$ cat src/rtl/rnp_pkg.sv
// Shared types, constants and the character-to-digit decode for the radix number parser.
package rnp_pkg;

   localparam int unsigned RADIX_W = 6;
   localparam int unsigned VALUE_W = 64;

   localparam logic [RADIX_W-1:0] RADIX_MIN     = 6'd2;
   localparam logic [RADIX_W-1:0] RADIX_MAX     = 6'd36;
   localparam logic [RADIX_W-1:0] RADIX_DEFAULT = 6'd10;

   // Digit code for a character that is no digit at all; above any radix.
   localparam logic [RADIX_W-1:0] DIGIT_NONE = 6'h3F;

   localparam logic [7:0] CHAR_PLUS    = 8'h2B;
   localparam logic [7:0] CHAR_MINUS   = 8'h2D;
   localparam logic [7:0] CHAR_0       = 8'h30;
   localparam logic [7:0] CHAR_9       = 8'h39;
   localparam logic [7:0] CHAR_UPPER_A = 8'h41;
   localparam logic [7:0] CHAR_UPPER_Z = 8'h5A;
   localparam logic [7:0] CHAR_LOWER_A = 8'h61;
   localparam logic [7:0] CHAR_LOWER_Z = 8'h7A;
   localparam logic [7:0] LETTER_BASE  = 8'd10;

   typedef struct packed {
      logic [7:0] char_code;
      logic       is_last;
   } req_type;

   typedef struct packed {
      logic signed [VALUE_W-1:0] value;
      logic                      ok;
   } rsp_type;

   // Map one byte to its digit value 0..35, or DIGIT_NONE.
   function automatic logic [RADIX_W-1:0] digit_of(input logic [7:0] c);
      logic [7:0] d;
      d = 8'h00;
      if (c >= CHAR_0 && c <= CHAR_9) begin
         d = c - CHAR_0;
         return d[RADIX_W-1:0];
      end
      if (c >= CHAR_UPPER_A && c <= CHAR_UPPER_Z) begin
         d = c - CHAR_UPPER_A + LETTER_BASE;
         return d[RADIX_W-1:0];
      end
      if (c >= CHAR_LOWER_A && c <= CHAR_LOWER_Z) begin
         d = c - CHAR_LOWER_A + LETTER_BASE;
         return d[RADIX_W-1:0];
      end
      return DIGIT_NONE;
   endfunction

endpackage

$ cat src/rtl/rnp_token_acc.sv
// Token state and the per-character multiply-add that builds the parsed value.
module rnp_token_acc (
   input  logic                   clock,
   input  logic                   reset,
   input  logic                   step,
   input  rnp_pkg::req_type       item,
   input  logic [rnp_pkg::RADIX_W-1:0] radix,
   output rnp_pkg::rsp_type       result
);
   import rnp_pkg::*;

   logic [VALUE_W-1:0] acc_ff, acc_in;
   logic               negative_ff, negative_in;
   logic               seen_ff, seen_in;
   logic               start_ff, start_in;
   logic               bad_ff, bad_in;

   logic               is_sign;
   logic [RADIX_W-1:0] digit;
   logic               digit_bad;
   logic [VALUE_W-1:0] digit_ext;
   logic [VALUE_W-1:0] sum;
   logic               tok_ok;

   // Decode: a sign is only a sign as the first character of a token
   assign is_sign   = start_ff &&
                      (item.char_code == CHAR_PLUS || item.char_code == CHAR_MINUS);
   assign digit     = digit_of(item.char_code);
   assign digit_bad = (digit == DIGIT_NONE) || (digit >= radix);

   // The accumulator carries the sign already applied: -(a*r+d) = (-a)*r - d,
   // so the final negate never follows the multiply in the same path.
   assign digit_ext = {{(VALUE_W-RADIX_W){1'b0}}, digit};
   assign sum = acc_ff * {{(VALUE_W-RADIX_W){1'b0}}, radix}
              + (negative_ff ? (~digit_ext + 64'd1) : digit_ext);

   // Next token state for the current character
   always_comb begin
      acc_in      = acc_ff;
      negative_in = negative_ff;
      seen_in     = seen_ff;
      bad_in      = bad_ff;
      start_in    = 1'b0;
      if (is_sign) begin
         negative_in = (item.char_code == CHAR_MINUS);
      end else if (!bad_ff) begin
         if (digit_bad) begin
            bad_in = 1'b1;
         end else begin
            acc_in  = sum;
            seen_in = 1'b1;
         end
      end
   end

   // Result seen on the last character of a token
   assign tok_ok       = !bad_in && seen_in;
   assign result.ok    = tok_ok;
   assign result.value = tok_ok ? acc_in : '0;

   // Token state; the last character returns it to the start of a token
   always_ff @(posedge clock) begin
      if (reset || (step && item.is_last)) begin
         acc_ff      <= '0;
         negative_ff <= 1'b0;
         seen_ff     <= 1'b0;
         start_ff    <= 1'b1;
         bad_ff      <= 1'b0;
      end else if (step) begin
         acc_ff      <= acc_in;
         negative_ff <= negative_in;
         seen_ff     <= seen_in;
         start_ff    <= start_in;
         bad_ff      <= bad_in;
      end
   end

endmodule

$ cat src/rtl/radix_number_parser_top.sv
// Top level of the radix number parser: input register, token accumulator, result register.
// Parses a signed integer token, one character per item, in a radix of 2 to 36 set through
// the csr port (out-of-range writes store 10). A leading + or - sets the sign; 0-9, A-Z and
// a-z are digits 0..35. The item flagged is_last yields one result: the value (wrapping
// modulo 2^64) and ok, or 0 with ok low for a bad or digitless token. Throughput is one
// item per cycle while the input does not stall. An accepted item waits in the input
// register while the 64-by-6 multiply-add runs, and the result of a last character is
// captured in the result register, which raises rsp_valid. The input stalls only when
// a result waits in the output register, is not taken that cycle, and the next last
// character sits in the input register.
module radix_number_parser_top (
   input  logic                          clock,
   input  logic                          reset,
   input  logic                          req_valid,
   output logic                          req_ready,
   input  rnp_pkg::req_type              req_data,
   output logic                          rsp_valid,
   input  logic                          rsp_ready,
   output rnp_pkg::rsp_type              rsp_data,
   input  logic                          csr_valid,
   output logic                          csr_ready,
   input  logic [rnp_pkg::RADIX_W-1:0]   csr_data
);
   import rnp_pkg::*;

   logic               in_valid_ff;
   req_type            in_ff;
   logic               rsp_valid_ff;
   rsp_type            rsp_ff;
   logic [RADIX_W-1:0] radix_ff, radix_in;

   logic               out_free;
   logic               advance;
   rsp_type            result;

   // Radix register, coerced on write
   assign csr_ready = 1'b1;
   assign radix_in  = (csr_data < RADIX_MIN || csr_data > RADIX_MAX) ? RADIX_DEFAULT
                                                                     : csr_data;
   always_ff @(posedge clock) begin
      if (reset) begin
         radix_ff <= RADIX_DEFAULT;
      end else if (csr_valid) begin
         radix_ff <= radix_in;
      end
   end

   // Flow control: only a last character needs room in the result register
   assign out_free  = !rsp_valid_ff || rsp_ready;
   assign advance   = in_valid_ff && (!in_ff.is_last || out_free);
   assign req_ready = !in_valid_ff || advance;

   // Input register
   always_ff @(posedge clock) begin
      if (reset) begin
         in_valid_ff <= 1'b0;
      end else if (req_ready) begin
         in_valid_ff <= req_valid;
      end
      if (req_ready && req_valid) begin
         in_ff <= req_data;
      end
   end

   rnp_token_acc u_acc (
      .clock  (clock),
      .reset  (reset),
      .step   (advance),
      .item   (in_ff),
      .radix  (radix_ff),
      .result (result)
   );

   // Result register
   always_ff @(posedge clock) begin
      if (reset) begin
         rsp_valid_ff <= 1'b0;
      end else if (advance && in_ff.is_last) begin
         rsp_valid_ff <= 1'b1;
      end else if (rsp_ready) begin
         rsp_valid_ff <= 1'b0;
      end
      if (advance && in_ff.is_last) begin
         rsp_ff <= result;
      end
   end

   assign rsp_valid = rsp_valid_ff;
   assign rsp_data  = rsp_ff;

endmodule

$ cat config.mk
export PLATFORM = sky130hd
export DESIGN_NAME = radix_number_parser_top
export DESIGN_NICKNAME = d
export VERILOG_FILES = /design/src/rtl/rnp_pkg.sv /design/src/rtl/rnp_token_acc.sv /design/src/rtl/radix_number_parser_top.sv
export SDC_FILE = /design/constraint.sdc
export NUM_CORES = 1
export LEC_CHECK = 0
export BUFFER_PORTS_ARGS = -buffer_cell sky130_fd_sc_hd__buf_2
export CAP_MARGIN = 15
export CORE_MARGIN = 10
export CORE_UTILIZATION = 53
export CTS_CLUSTER_DIAMETER = 40
export DETAILED_ROUTE_END_ITERATION = 10
export PLACE_DENSITY = 0.77
export SYNTH_ARGS = -nofsm -noshare
export SYNTH_HDL_FRONTEND = slang
export SYNTH_HIERARCHICAL = 1
export SYNTH_SLANG_ARGS = --single-unit
export TNS_END_PERCENT = 20
$ cat constraint.sdc
create_clock -name clock -period 6.3 [get_ports clock]
set_input_delay 1.26 -clock clock [delete_from_list [all_inputs] [get_ports clock]]
set_output_delay 1.26 -clock clock [all_outputs]
set_load 0.1 [all_outputs]
==> results.yml <==
power:
  power_density_mw_per_mm2: 123
  peakVddDrop_uv: 168
  combPwrFrac: 0.132
  p_seq_frac: 0.409
  p_leak_nw: 10.3
  switching_share: 0.278
  switching_power_uw: 721
  p_int_mw: 1.87
  p_clk_frac: 0.458
critical_path:
  critical_path_required_ps: 6520
  crit_type: "flop to flop"
  crit_path_end_kind: "flop"
  crit_path_max_fanout: 13
  critPathLaunchType: "flop"
  arrival_ps: 6360
  crit_start: "radix_ff[1]"
  r2r_start: "radix_ff[1]"
  r2r-end: "rsp_data[52]"
  critical_path.endpoint: "rsp_data[52]"
  reg2regPathDepth: 20
  rrSetupSlack_ps: 160
yosys:
  synthFlopType: "dfxtp_1"
  yosysMostFrequentCell: "nand2_1"
  syn_area_sq_mm: 0.0194
  synth_top_area_share: 0.306
  yosys.area.top_type: "fa_1"
  synth_edf_count: 74
  syn_avg_cell_area_sq_um: 8.63
  synth.net_count: 2651
  synth_common_cells: "nand2_1 (536), inv_1 (300), fa_1 (297), a21oi_1 (134), clkbuf_1 (91)"
  synth-seq-cells: 150
  async_flop_share: 0
  yosysSeqAreaShare: 0.193
  synthesis.instances: 2247
  synth.distinct_cells: 89
  synth.area.top_cells: "fa_1 (31%), edfxtp_1 (11%), nand2_1 (10%)"
  synth_warnings: 6
global_route:
  grt-ovfl-total: 0
  grt_max_degree: 66
  grt_use_total: 0.248
  grt_antenna_before_repair: 0
  grt_pass1_vias: 16700
  grt_pass1_wl_mm: 88.0
timing:
  fin_skew_ps: 11.4
  slew_violations: 0
  max_clock_freq_mhz: 163
  tightest_slew_ps: 1050
  fin_crit_ps: 6140
  whs_ps: 478
  finalHoldViolCount: 0
  layout_setup_ws_ps: 162
  setup_viol: 0
  slew_headroom: 0.297
  fin_setup_tns_ps: 0
  period_share: 0.974
route:
  first_pass_iters: 6
  wl_mm: 53.9
  ant_nets: 0
  drt-wirelength-per-cell_microns: 19.6
  drtIter0Drc: 1470
  drc: 0
  post_drt_via_cell_ratio: 5.85
  vias: 16100
cts:
  ctsHtreeMaxLevel: 4
  clockBufferDepth: 2
  clock-sinks: 150
  cts-root-buf: "clkbuf_16"
  worstSkewPairLatency_ps: 470
  clkTransAtPathRegs_ps: 60
  numCtsBuffers: 17
  cts_tree: "yes"
layout:
  final_cells: 2755
  final_cell_area_sq_mm: 0.0211
  diodes: 0
  seqCellArea_sq_mm: 0.00376
  drive_gt1_frac: 0.114
  multi_input_area_sq_mm: 0.0139
  nets: 2678
  area_delta_synth_final_pct: 8.83
  fillers: 3144
place:
  placed_cells: 2720
  dpl.hpwl_mm: 41.9
  port_buffers: 86
  dpl_cell_area_sq_mm: 0.0203
  gp_congestion: 0.997
  dp_slack_ps: 10.6
flow_run:
  maxCapViolCount: 0
status:
  status: "complete, no violations"
worst_hold_path:
  min-delay-path-class: "flop to flop"
floorplan:
  rows: 70
  dieArea_sq_mm: 0.0447
  die_w_microns: 211
  initial_core_util: 0.534
  io_pins: 88
  die_h_microns: 211
  core_sq_mm: 0.0363
cells by family (layout without fill, tap and decap cells):
group	Yosys count	in the layout	synth area share
AOI/OAI and AO/OA	404	404	0.141
xor gates and xnor gates	74	74	0.0334
adders and majority gates	384	384	0.363
buffers and inverters	468	508	0.0981
DFF	150	150	0.193
muxes	4	4	0.00213
other	1	1	0.000193
and+or+nand+nor	762	762	0.170
power groups by stage:
stage,clock network [mW],registers (mW),logic (mW)
finish,1.19,1.06,0.343
global route,1.24,1.06,0.367
CTS,1.20,1.06,0.338
detailed placement,0,1.08,0.337
global placement,0,1.08,0.330
floorplan,0,1.15,0.179
metrics by stage:
step	power (mW)	util
finish	2.59	0.581
CTS	2.60	0.578
global placement	1.41	0.560
global route	2.67	0.581
detailed placement	1.42	0.560
floorplan	1.33	-
registers in the layout, indices dropped and copies added, names as in the netlist:
name and flops:
rsp_data 65, u_acc/acc_ff 64, in_ff 9, radix_ff 6
in_valid_ff 1, rsp_valid 1, u_acc/bad_ff 1, u_acc/negative_ff 1
u_acc/seen_ff 1, u_acc/start_ff 1
worst min-delay path by stage:
| stage | start | to | depth (start not counted) |
|---|---|---|---|
| after global routing | u_acc/seen_ff | u_acc/seen_ff | 2 |
| after floorplan | u_acc/start_ff | u_acc/start_ff | 1 |
| after detailed placement | u_acc/seen_ff | u_acc/seen_ff | 2 |
| after global placement | u_acc/start_ff | u_acc/start_ff | 1 |
| after CTS | u_acc/seen_ff | u_acc/seen_ff | 2 |
| final | u_acc/start_ff | u_acc/start_ff | 1 |
per-layer routing:
layer | wire, microns | part of all wire | GRT usage | up-vias
met5 | 0 | 0 | 0 | -
met4 | 1720 | 0.032 | 0.0974 | 0
met3 | 3960 | 0.073 | 0.0408 | 125
met2 | 26700 | 0.49 | 0.421 | 729
met1 | 21600 | 0.40 | 0.311 | 8006
li1 | - | - | - | 7260
worst max-delay path: stages (launching register included):
cell and delay [ps]:
dfxtp_2 480, buf_4 270, nand2_1 100, fa_1 520
inv_1 60, fa_1 500, fa_1 590, fa_1 420
ha_1 350, a21oi_1 300, a21boi_0 170, a311oi_2 370
a31oi_1 190, buf_4 190, o21ai_1 220, buf_4 180
o21ai_0 150, buf_4 180, o21ai_0 230, xnor2_1 170
a22o_1 220
cell usage in the layout (no fill, tap or decap), drive strengths merged, types with 11 or more instances in the layout:
cell / netlist / final
a21o: 46 / 46
clkbuf: 95 / 20
nand3: 34 / 34
edfxtp: 74 / 74
and3: 13 / 13
dfxtp: 76 / 76
and2: 27 / 27
xnor2: 46 / 46
nor3: 15 / 15
nor2: 61 / 61
buf: 73 / 176
nand2b: 12 / 12
a21oi: 136 / 136
o21bai: 11 / 11
a31oi: 15 / 15
ha: 87 / 87
nand2: 536 / 536
nand4: 24 / 24
a22o: 52 / 52
inv: 300 / 303
xor2: 28 / 28
o21ai: 66 / 66
fa: 297 / 297
o211ai: 12 / 12
timing repair:
action                                 4_1_cts  5_1_grt
setup buffers                                0        3
setup endpoints to repair                    3       30
pin swaps                                    0        2
hold buffers                                 0        0
resized for setup                            2       20
endpoints found under the hold margin        0        0
final cells by class:
cell class                      instances  share of cell area
Multi-Input combinational cell       1629               0.657
Clock inverter                         12              0.0105
Timing Repair Buffer                  176              0.0524
Inverter                              300              0.0533
Clock buffer                           20              0.0207
Sequential cell                       150               0.178
Tap cell                              468              0.0277
(Power assumes the default switching activity.)
